`src/sv/jpeg_header_segment_scanner_unit_macros.svh`:
```
`ifndef JPEG_HEADER_SEGMENT_SCANNER_UNIT_MACROS_SVH
`define JPEG_HEADER_SEGMENT_SCANNER_UNIT_MACROS_SVH

// Property that must hold in the same cycle as its antecedent.
`define JHSS_ASSERT_IMPLY(label, clk, rst, ante, cons) \
   label: assert property (@(posedge clk) disable iff (rst) (ante) |-> (cons)) \
      else $error("Scanner assertion failed in the same cycle.");

// Property that must hold in the cycle after its antecedent.
`define JHSS_ASSERT_NEXT(label, clk, rst, ante, cons) \
   label: assert property (@(posedge clk) disable iff (rst) (ante) |=> (cons)) \
      else $error("Scanner assertion failed in the following cycle.");

`endif

```
`src/sv/jhss_pkg.sv`:
```
package jhss_pkg;

   localparam int OFFSET_BITS = 24;
   localparam int SOF_OFFSET_BITS = 24;
   localparam int NEW_LENGTH_BITS = 25;
   localparam int CALC_BITS = (OFFSET_BITS + 1 > NEW_LENGTH_BITS) ?
                              OFFSET_BITS + 1 : NEW_LENGTH_BITS;
   localparam int DHT_TABLE_BYTES = 420;

   typedef logic [OFFSET_BITS-1:0] offset_type;
   typedef logic [CALC_BITS-1:0] calc_type;

   localparam offset_type OFFSET_MAX = '1;

   localparam logic [7:0] MARKER_PREFIX = 8'hff;
   localparam logic [7:0] MARKER_SOI = 8'hd8;
   localparam logic [7:0] MARKER_APP0 = 8'he0;
   localparam logic [7:0] MARKER_SOS = 8'hda;
   localparam logic [7:0] MARKER_DHT = 8'hc4;
   localparam logic [7:0] MARKER_SOF0 = 8'hc0;
   localparam int HEADER_BYTES = 11;

   localparam logic [2:0] ST_NEEDS_TABLE = 3'd0;
   localparam logic [2:0] ST_HAS_DHT = 3'd1;
   localparam logic [2:0] ST_SOS_NO_SOF = 3'd2;
   localparam logic [2:0] ST_NOT_JPEG = 3'd3;
   localparam logic [2:0] ST_BAD_MARKER = 3'd4;
   localparam logic [2:0] ST_TRUNCATED = 3'd5;

   typedef enum logic [7:0] {
      PH_HEAD = 8'b0000_0001,
      PH_MARK0 = 8'b0000_0010,
      PH_MARK1 = 8'b0000_0100,
      PH_LEN_HI = 8'b0000_1000,
      PH_LEN_LO = 8'b0001_0000,
      PH_SKIP = 8'b0010_0000,
      PH_PEND = 8'b0100_0000,
      PH_STOP = 8'b1000_0000
   } phase_type;

   typedef struct packed {
      logic [7:0] data_byte;
      logic last;
   } req_type;

   typedef struct packed {
      logic [2:0] status;
      logic size_found;
      logic [15:0] image_width;
      logic [15:0] image_height;
      logic [SOF_OFFSET_BITS-1:0] sof_offset;
      logic [NEW_LENGTH_BITS-1:0] new_length;
   } rsp_type;

   function automatic logic [7:0] jfif_char(input logic [1:0] idx);
      logic [7:0] c;
      case (idx)
         2'd0: c = 8'h4a;
         2'd1: c = 8'h46;
         2'd2: c = 8'h49;
         default: c = 8'h46;
      endcase
      return c;
   endfunction

endpackage

```
`src/sv/jhss_input_reg.sv`:
```
module jhss_input_reg (
   input logic clock,
   input logic reset,
   input logic req_valid,
   output logic req_ready,
   input jhss_pkg::req_type req_data,
   input logic advance,
   output logic item_valid,
   output jhss_pkg::req_type item_data
);

   logic valid_ff, valid_in;
   jhss_pkg::req_type data_ff, data_in;

   assign req_ready = !valid_ff || advance;

   always_comb begin
      valid_in = valid_ff;
      data_in = data_ff;
      if (req_ready) begin
         valid_in = req_valid;
         data_in = req_data;
      end
   end

   always_ff @(posedge clock) begin
      if (reset) begin
         valid_ff <= 1'b0;
      end else begin
         valid_ff <= valid_in;
      end
      data_ff <= data_in;
   end

   assign item_valid = valid_ff;
   assign item_data = data_ff;

endmodule

```
`src/sv/jhss_walker.sv`:
```
module jhss_walker (
   input logic clock,
   input logic reset,
   input logic step,
   input jhss_pkg::req_type item,
   output jhss_pkg::rsp_type result
);

   jhss_pkg::phase_type phase_ff, phase_in;
   jhss_pkg::offset_type pos_ff, pos_in;
   logic [3:0] seg_ff, seg_in;
   logic [16:0] skip_ff, skip_in;
   logic [7:0] len_high_ff, len_high_in;
   logic [15:0] width_ff, width_in;
   logic [15:0] height_ff, height_in;
   jhss_pkg::offset_type sof_ff, sof_in;
   logic hdr_bad_ff, hdr_bad_in;
   logic app0_ff, app0_in;
   logic size_done_ff, size_done_in;
   logic size_closed_ff, size_closed_in;
   logic [2:0] decided_ff, decided_in;
   logic fixed_ff, fixed_in;
   logic mark_ff_ff, mark_ff_in;
   logic [7:0] mark_code_ff, mark_code_in;
   logic [2:0] cap_ff, cap_in;

   always_comb begin
      logic [7:0] b;
      logic [15:0] len;
      logic failed;
      jhss_pkg::offset_type length;
      b = item.data_byte;
      len = {len_high_ff, b};
      failed = 1'b0;

      phase_in = phase_ff;
      seg_in = seg_ff;
      skip_in = skip_ff;
      len_high_in = len_high_ff;
      width_in = width_ff;
      height_in = height_ff;
      sof_in = sof_ff;
      hdr_bad_in = hdr_bad_ff;
      app0_in = app0_ff;
      size_done_in = size_done_ff;
      size_closed_in = size_closed_ff;
      decided_in = decided_ff;
      fixed_in = fixed_ff;
      mark_ff_in = mark_ff_ff;
      mark_code_in = mark_code_ff;
      cap_in = cap_ff;

      if (pos_ff == jhss_pkg::offset_type'(0) && b != jhss_pkg::MARKER_PREFIX) begin
         hdr_bad_in = 1'b1;
      end
      if (pos_ff == jhss_pkg::offset_type'(1) && b != jhss_pkg::MARKER_SOI) begin
         hdr_bad_in = 1'b1;
      end
      if (pos_ff == jhss_pkg::offset_type'(2) && b == jhss_pkg::MARKER_PREFIX) begin
         app0_in = 1'b1;
      end
      if (pos_ff == jhss_pkg::offset_type'(3) && b != jhss_pkg::MARKER_APP0) begin
         app0_in = 1'b0;
      end
      if (pos_ff >= jhss_pkg::offset_type'(6) && pos_ff <= jhss_pkg::offset_type'(9)
            && app0_in && b != jhss_pkg::jfif_char(pos_ff[1:0] - 2'd2)) begin
         hdr_bad_in = 1'b1;
      end
      if (pos_ff == jhss_pkg::offset_type'(10) && app0_in && b != 8'h00) begin
         hdr_bad_in = 1'b1;
      end

      if (cap_ff != 3'd0) begin
         case (cap_ff)
            3'd2: height_in[15:8] = b;
            3'd3: height_in[7:0] = b;
            3'd4: width_in[15:8] = b;
            3'd5: width_in[7:0] = b;
            default: ;
         endcase
         if (cap_ff >= 3'd5) begin
            size_done_in = 1'b1;
            cap_in = 3'd0;
         end else begin
            cap_in = cap_ff + 3'd1;
         end
      end

      case (phase_ff)
         jhss_pkg::PH_HEAD: begin
            if (pos_ff >= jhss_pkg::offset_type'(3)) begin
               phase_in = jhss_pkg::PH_LEN_HI;
            end
         end
         jhss_pkg::PH_MARK0: begin
            mark_ff_in = (b == jhss_pkg::MARKER_PREFIX);
            phase_in = jhss_pkg::PH_MARK1;
         end
         jhss_pkg::PH_MARK1: begin
            mark_code_in = b;
            phase_in = jhss_pkg::PH_LEN_HI;
         end
         jhss_pkg::PH_LEN_HI: begin
            len_high_in = b;
            phase_in = jhss_pkg::PH_LEN_LO;
         end
         jhss_pkg::PH_LEN_LO: begin
            if (seg_ff != 4'd0) begin
               if (!mark_ff_ff) begin
                  failed = 1'b1;
               end else if (mark_code_ff == jhss_pkg::MARKER_SOS) begin
                  if (!fixed_in) begin
                     decided_in = (sof_ff != '0) ? jhss_pkg::ST_NEEDS_TABLE :
                                                   jhss_pkg::ST_SOS_NO_SOF;
                     fixed_in = 1'b1;
                  end
               end else if (mark_code_ff == jhss_pkg::MARKER_DHT) begin
                  if (!fixed_in) begin
                     decided_in = jhss_pkg::ST_HAS_DHT;
                     fixed_in = 1'b1;
                  end
               end else if (mark_code_ff == jhss_pkg::MARKER_SOF0) begin
                  if (!fixed_in) begin
                     sof_in = pos_ff - jhss_pkg::offset_type'(3);
                  end
                  if (!size_closed_in) begin
                     size_closed_in = 1'b1;
                     cap_in = 3'd1;
                  end
               end
            end
            if (!failed) begin
               if (seg_ff < 4'd15) begin
                  seg_in = seg_ff + 4'd1;
               end
               if (fixed_in && size_closed_in) begin
                  phase_in = jhss_pkg::PH_STOP;
               end else if (len < 16'd2) begin
                  skip_in = 17'(len) + 17'd2;
                  phase_in = jhss_pkg::PH_PEND;
               end else if (len == 16'd2) begin
                  phase_in = jhss_pkg::PH_MARK0;
               end else begin
                  skip_in = 17'(len) - 17'd2;
                  phase_in = jhss_pkg::PH_SKIP;
               end
            end
         end
         jhss_pkg::PH_SKIP: begin
            if (skip_ff != 17'd0) begin
               skip_in = skip_ff - 17'd1;
            end
            if (skip_in == 17'd0) begin
               phase_in = jhss_pkg::PH_MARK0;
            end
         end
         jhss_pkg::PH_PEND: begin
            if (skip_ff != 17'd0) begin
               skip_in = skip_ff - 17'd1;
            end
            if (skip_in == 17'd0) begin
               failed = 1'b1;
            end
         end
         default: ;
      endcase

      if (failed) begin
         if (!fixed_in) begin
            decided_in = jhss_pkg::ST_BAD_MARKER;
            fixed_in = 1'b1;
         end
         size_closed_in = 1'b1;
         phase_in = jhss_pkg::PH_STOP;
      end

      length = (pos_ff < jhss_pkg::OFFSET_MAX) ? pos_ff + jhss_pkg::offset_type'(1) :
                                                jhss_pkg::OFFSET_MAX;
      pos_in = length;

      if (!hdr_bad_in && pos_ff >= jhss_pkg::offset_type'(jhss_pkg::HEADER_BYTES - 1)) begin
         result.status = fixed_in ? decided_in : jhss_pkg::ST_TRUNCATED;
         result.sof_offset = jhss_pkg::SOF_OFFSET_BITS'(jhss_pkg::calc_type'(sof_in));
      end else begin
         result.status = jhss_pkg::ST_NOT_JPEG;
         result.sof_offset = '0;
      end
      result.size_found = (result.status != jhss_pkg::ST_NOT_JPEG) && size_done_in;
      result.image_width = result.size_found ? width_in : 16'd0;
      result.image_height = result.size_found ? height_in : 16'd0;
      if (result.status == jhss_pkg::ST_NEEDS_TABLE) begin
         result.new_length = jhss_pkg::NEW_LENGTH_BITS'(jhss_pkg::calc_type'(length)
                              + jhss_pkg::calc_type'(jhss_pkg::DHT_TABLE_BYTES));
      end else begin
         result.new_length = jhss_pkg::NEW_LENGTH_BITS'(jhss_pkg::calc_type'(length));
      end

      if (item.last) begin
         phase_in = jhss_pkg::PH_HEAD;
         pos_in = '0;
         seg_in = 4'd0;
         skip_in = 17'd0;
         len_high_in = 8'd0;
         width_in = 16'd0;
         height_in = 16'd0;
         sof_in = '0;
         hdr_bad_in = 1'b0;
         app0_in = 1'b0;
         size_done_in = 1'b0;
         size_closed_in = 1'b0;
         decided_in = jhss_pkg::ST_TRUNCATED;
         fixed_in = 1'b0;
         mark_ff_in = 1'b0;
         mark_code_in = 8'd0;
         cap_in = 3'd0;
      end
   end

   always_ff @(posedge clock) begin
      if (reset) begin
         phase_ff <= jhss_pkg::PH_HEAD;
         pos_ff <= '0;
         seg_ff <= 4'd0;
         skip_ff <= 17'd0;
         len_high_ff <= 8'd0;
         width_ff <= 16'd0;
         height_ff <= 16'd0;
         sof_ff <= '0;
         hdr_bad_ff <= 1'b0;
         app0_ff <= 1'b0;
         size_done_ff <= 1'b0;
         size_closed_ff <= 1'b0;
         decided_ff <= jhss_pkg::ST_TRUNCATED;
         fixed_ff <= 1'b0;
         mark_ff_ff <= 1'b0;
         mark_code_ff <= 8'd0;
         cap_ff <= 3'd0;
      end else if (step) begin
         phase_ff <= phase_in;
         pos_ff <= pos_in;
         seg_ff <= seg_in;
         skip_ff <= skip_in;
         len_high_ff <= len_high_in;
         width_ff <= width_in;
         height_ff <= height_in;
         sof_ff <= sof_in;
         hdr_bad_ff <= hdr_bad_in;
         app0_ff <= app0_in;
         size_done_ff <= size_done_in;
         size_closed_ff <= size_closed_in;
         decided_ff <= decided_in;
         fixed_ff <= fixed_in;
         mark_ff_ff <= mark_ff_in;
         mark_code_ff <= mark_code_in;
         cap_ff <= cap_in;
      end
   end

endmodule

```
`src/sv/jhss_result_reg.sv`:
```
module jhss_result_reg (
   input logic clock,
   input logic reset,
   input logic load,
   input jhss_pkg::rsp_type load_data,
   output logic slot_free,
   output logic rsp_valid,
   input logic rsp_ready,
   output jhss_pkg::rsp_type rsp_data
);

   logic valid_ff, valid_in;
   jhss_pkg::rsp_type data_ff, data_in;

   assign slot_free = !valid_ff || rsp_ready;

   always_comb begin
      valid_in = valid_ff && !rsp_ready;
      data_in = data_ff;
      if (load) begin
         valid_in = 1'b1;
         data_in = load_data;
      end
   end

   always_ff @(posedge clock) begin
      if (reset) begin
         valid_ff <= 1'b0;
      end else begin
         valid_ff <= valid_in;
      end
      data_ff <= data_in;
   end

   assign rsp_valid = valid_ff;
   assign rsp_data = data_ff;

endmodule

```
`src/sv/jpeg_header_segment_scanner_unit.sv`:
```
// JPEG header segment scanner.
// The request channel (req_valid, req_ready, req_data) carries one byte of a
// JPEG file per request, with a flag on the final byte of the file. The
// response channel (rsp_valid, rsp_ready, rsp_data) carries one result per
// file: status, image size, offset of the last SOF0 segment and the file
// length, grown by the default Huffman table size when one must be inserted.
// A byte is taken in every cycle while the input register can move on, so the
// sustained rate is one byte per clock; the per-byte state update is
// combinational logic between the input register and the result register.
// The final byte is held in the input register, and its result is then
// captured in the output register, from which it is offered.
// When the receiver stalls, the result waits in the output register and bytes
// of the next file keep flowing; only a second final byte waits until the
// pending result has been taken.
// Synchronous reset clears the valid flags of both registers and returns the scanner to the
// start of a file; the scanner also returns there by itself after each final byte.
`include "jpeg_header_segment_scanner_unit_macros.svh"

module jpeg_header_segment_scanner_unit (
   input logic clock,
   input logic reset,
   input logic req_valid,
   output logic req_ready,
   input jhss_pkg::req_type req_data,
   output logic rsp_valid,
   input logic rsp_ready,
   output jhss_pkg::rsp_type rsp_data
);

   logic item_valid;
   jhss_pkg::req_type item_data;
   logic slot_free;
   logic advance;
   logic step;
   jhss_pkg::rsp_type result;

   assign advance = item_valid && (!item_data.last || slot_free);
   assign step = advance;

   jhss_input_reg u_input (
      .clock(clock),
      .reset(reset),
      .req_valid(req_valid),
      .req_ready(req_ready),
      .req_data(req_data),
      .advance(advance),
      .item_valid(item_valid),
      .item_data(item_data)
   );

   jhss_walker u_walker (
      .clock(clock),
      .reset(reset),
      .step(step),
      .item(item_data),
      .result(result)
   );

   jhss_result_reg u_result (
      .clock(clock),
      .reset(reset),
      .load(step && item_data.last),
      .load_data(result),
      .slot_free(slot_free),
      .rsp_valid(rsp_valid),
      .rsp_ready(rsp_ready),
      .rsp_data(rsp_data)
   );

   `JHSS_ASSERT_NEXT(a_last_loads_result, clock, reset, advance && item_data.last, rsp_valid)
   `JHSS_ASSERT_NEXT(a_held_item_kept, clock, reset, item_valid && !advance,
      item_valid && $stable(item_data))
   `JHSS_ASSERT_IMPLY(a_status_range, clock, reset, rsp_valid,
      rsp_data.status <= jhss_pkg::ST_TRUNCATED)
   `JHSS_ASSERT_IMPLY(a_size_needs_header, clock, reset, rsp_valid && rsp_data.size_found,
      rsp_data.status != jhss_pkg::ST_NOT_JPEG)

endmodule
```
`config.mk`:
```
export PLATFORM = sky130hd
export DESIGN_NAME = jpeg_header_segment_scanner_unit
export DESIGN_NICKNAME = d
export VERILOG_FILES = /design/src/sv/jhss_pkg.sv /design/src/sv/jhss_input_reg.sv /design/src/sv/jhss_walker.sv /design/src/sv/jhss_result_reg.sv /design/src/sv/jpeg_header_segment_scanner_unit.sv
export VERILOG_INCLUDE_DIRS = /design/src /design/src/sv
export SDC_FILE = /design/constraint.sdc
export NUM_CORES = 1
export LEC_CHECK = 0
export BUFFER_PORTS_ARGS = -buffer_cell sky130_fd_sc_hd__buf_4
export CAP_MARGIN = 10
export CORE_AREA = 2 2 183 131
export DETAILED_ROUTE_END_ITERATION = 10
export DIE_AREA = 0 0 185 133
export HOLD_SLACK_MARGIN = 0.08
export PLACE_DENSITY = 0.77
export SLEW_MARGIN = 20
export SYNTH_ARGS = -nofsm -noshare
export SYNTH_HDL_FRONTEND = slang
export SYNTH_SLANG_ARGS = --single-unit
```
`constraint.sdc`:
```
create_clock -name clock -period 3.3 [get_ports clock]
set_input_delay 0.495 -clock clock [delete_from_list [all_inputs] [get_ports clock]]
set_output_delay 0.495 -clock clock [all_outputs]
set_load 0.01 [all_outputs]
```
==> impl_metrics.env <==
export IMPL_areaGrowthSynthToFinish_pct=16.18
export IMPL_synth_edf_count=94
export IMPL_skew_ns=0.01383
export IMPL_grt_use_met3=0.04569
export IMPL_sw_frac_of_total=0.2326
export IMPL_portBuffers=99
export IMPL_vias_per_cell=6.048
export IMPL_power_switching_mw=1.441
export IMPL_syn_num_nets=1493
export IMPL_insertion_delay_ns=0.53
export IMPL_finish_utilization=0.6274
export IMPL_antenna_found_initial=0
export IMPL_ios=100
export IMPL_ys_seq_elements=233
export IMPL_setup_viol=0
export IMPL_grtUsageMet1=0.4669
export IMPL_synth_top_flop_cell="dfxtp_1"
export IMPL_grt_use_total=0.2831
export IMPL_worstPathRequired_ns=3.56
export IMPL_synth_area_leaders="edfxtp_1, dfxtp_1, a21oi_1, nor2_1, nand2_1"
export IMPL_most_common_layout_cells="nor2_1, nand2_1, buf_4"
export IMPL_ys_seq_area_frac=0.4503
export IMPL_async_reset_ff_frac=0
export IMPL_die_area_mm2=0.02461
export IMPL_grt_use_met2=0.3862
export IMPL_nets=1572
export IMPL_cts_clk_slew_worst_paths_ns=0.06
export IMPL_fin_crit_ns=3.150
export IMPL_gp_congestion=0.9343
export IMPL_fin_crit_sh=0.9546
export IMPL_cts_tree="yes"
export IMPL_cts_root_buf="clkbuf_16"
export IMPL_slew_headroom=0.3494
export IMPL_nFillCells=1955
export IMPL_vias=11360
export IMPL_grt_pass1_vias=10400
export IMPL_hpwlAfterDp_um=23730
export IMPL_ys_warn_count=0
export IMPL_wl_per_cell_um=18.64
export IMPL_dr_pass1_iters=5
export IMPL_dp_cells=1833
export IMPL_power_frac_comb=0.059
export IMPL_cts_buffers=24
export IMPL_clkPwrFrac=0.452
export IMPL_coreArea_mm2=0.02305
export IMPL_grt_overflow=0
export IMPL_finalMaxSlewViolations=0
export IMPL_drive_above_1_share=0.1538
export IMPL_cp_end_kind="register"
export IMPL_layout_commonest_cell="nor2_1"
export IMPL_place_ws_ns=0.1649
export IMPL_hold_path_class="primary input to register"
export IMPL_tns_ns=0
export IMPL_clk_path_buf_depth=3
export IMPL_netlist_instances=1464
export IMPL_grt_max_degree=82
export IMPL_worst_pin_slew_ns=0.9684
export IMPL_powerDensity_mw_per_mm2=428.3
export IMPL_p_leak_nw=5.473
export IMPL_htree_levels=1
export IMPL_cp_max_fo=8
export IMPL_seq_power_share=0.488
export IMPL_critPathKind="register to register"
export IMPL_yosys_area_top_type_share=0.2268
export IMPL_drc=0
export IMPL_die_y_um=133
export IMPL_max_cap_viol_count=0
export IMPL_hold_violations=0
export IMPL_r2r_slack_ns=0.15
export IMPL_n_antenna_cell=0
export IMPL_rows=47
export IMPL_stdcell_count=1878
export IMPL_final_antenna_net_count=0
export IMPL_clock_sinks=233
export IMPL_syn_area_mm2=0.01245
export IMPL_drtIter0Drc=1416
export IMPL_cp_start_kind="register"
export IMPL_netlist_cell_type_count=79
export IMPL_vdd_drop_max_v=0.0003836
export IMPL_synth_area_leader_cell="edfxtp_1"
export IMPL_outcome="completed"
export IMPL_syn_mean_instance_area_um2=8.503
export IMPL_intPower_mw=4.754
export IMPL_cp_arrival_ns=3.41
export IMPL_fmax_mhz=317.4
export IMPL_wl_um=35020
export IMPL_grt_first_pass_wirelength_um=55950
export IMPL_initial_core_util=0.5400
export IMPL_fin_ws_ns=0.1498
export IMPL_hold_ws_ns=0.1432
export IMPL_top_usage_layer="met1"
export IMPL_chipWidth_um=185
export IMPL_rsz0062_at_grt="false"
[what timing repair did]
action,CTS,global route
hold buffers,0,0
setup endpoints to repair,0,13
gates resized for setup,0,3
buffers inserted,0,2
[cell type report]
| type | count | area (um2) | share of cell area |
|---|---|---|---|
| tap | 318 | 397.9 | 0.02751 |
| timing repair buffer | 164 | 1256 | 0.08686 |
| clock inverter | 11 | 110.1 | 0.007613 |
| clock buffer | 32 | 693.2 | 0.04793 |
| inverter | 29 | 112.6 | 0.007786 |
| sequential | 233 | 5605 | 0.3876 |
| multi-input combinational | 1091 | 6287 | 0.4347 |
[synth_stat cells, types with 16 or more instances]
cell      instances
a22oi_1          58
a21oi_1         155
nand4_1          21
nand2b_1         19
o21ai_0          32
nor3_1           45
inv_1            28
ha_1             16
nand2_1         192
edfxtp_1         94
xor2_1           46
clkbuf_1         80
nor4_1           22
nand3_1          41
dfxtp_1         139
xnor2_1          37
nor2_1          204
[path summary, 6_finish.rpt]
check | startpoint | end | cells past startpoint
setup reg to reg | u_walker.pos_ff[5] | u_result.rsp_data[9] | 9
setup / recovery | u_walker.pos_ff[5] | u_result.rsp_data[9] | 9
hold / removal | req_data[6] | u_input.item_data[6] | 1
hold reg to reg | u_walker.size_done_ff | u_walker.size_done_ff | 2
[routing by layer]
layer	routed length, um	vias to the layer above
met4	414	0
met1	16660	5360
met3	3669	42
met2	14270	595
met5	0	-
li1	-	5362
[sequential cells by signal, summed over array words and instances (netlist names)]
| name | flops |
|---|---|
| u_walker.len_high_ff | 8 |
| u_walker.app0_ff | 1 |
| u_walker.decided_ff | 3 |
| u_walker.width_ff | 16 |
| u_walker.fixed_ff | 1 |
| u_walker.seg_ff | 4 |
| u_walker.sof_ff | 24 |
| u_result.rsp_data | 85 |
| u_input.item_valid | 1 |
| u_walker.pos_ff | 24 |
| u_walker.skip_ff | 17 |
| u_walker.size_done_ff | 1 |
| u_walker.mark_code_ff | 8 |
| u_walker.height_ff | 16 |
| u_walker.cap_ff | 3 |
| u_walker.hdr_bad_ff | 1 |
| u_walker.size_closed_ff | 1 |
| u_result.rsp_valid | 1 |
| u_walker.phase_ff | 8 |
| u_walker.mark_ff_ff | 1 |
| u_input.item_data | 9 |
[per-stage QoR]
stage	total power, mW	instance area (um2)
after CTS	6.211	14440
after floorplan	3.320	12450
after global routing	6.349	14460
after detailed placement	3.446	13630
final	6.195	14460
after global placement	3.441	13630
[cell families after synthesis]
family | synth area share
AND/OR/NAND/NOR | 0.2476
AO/OA/AOI/OAI | 0.1718
flip-flops | 0.4503
buffers and inverters | 0.04654
XOR/XNOR | 0.05840
adder cells (fa/ha/maj) | 0.01608
multiplexers | 0.009348
[power groups by stage]
stage | Sequential (mW) | Clock, mW | Combinational, mW
2_1_floorplan | 3.08 | 0 | 0.236
3_3_place_gp | 3.09 | 0 | 0.353
3_5_place_dp | 3.09 | 0 | 0.358
4_1_cts | 3.03 | 2.83 | 0.360
5_1_grt | 3.03 | 2.93 | 0.395
6_report | 3.03 | 2.80 | 0.367
[worst max-delay path: stages, from the launching register on]
cell and delay [ns]:
dfxtp_1 0.41, or4_1 0.60, nor4_1 0.53, a41oi_1 0.24, a21oi_1 0.24, o22a_2 0.35, nor3_4 0.07, buf_4 0.17
buf_4 0.14, xor2_1 0.14
No activity file was read; power rests on OpenSTA's default activity.
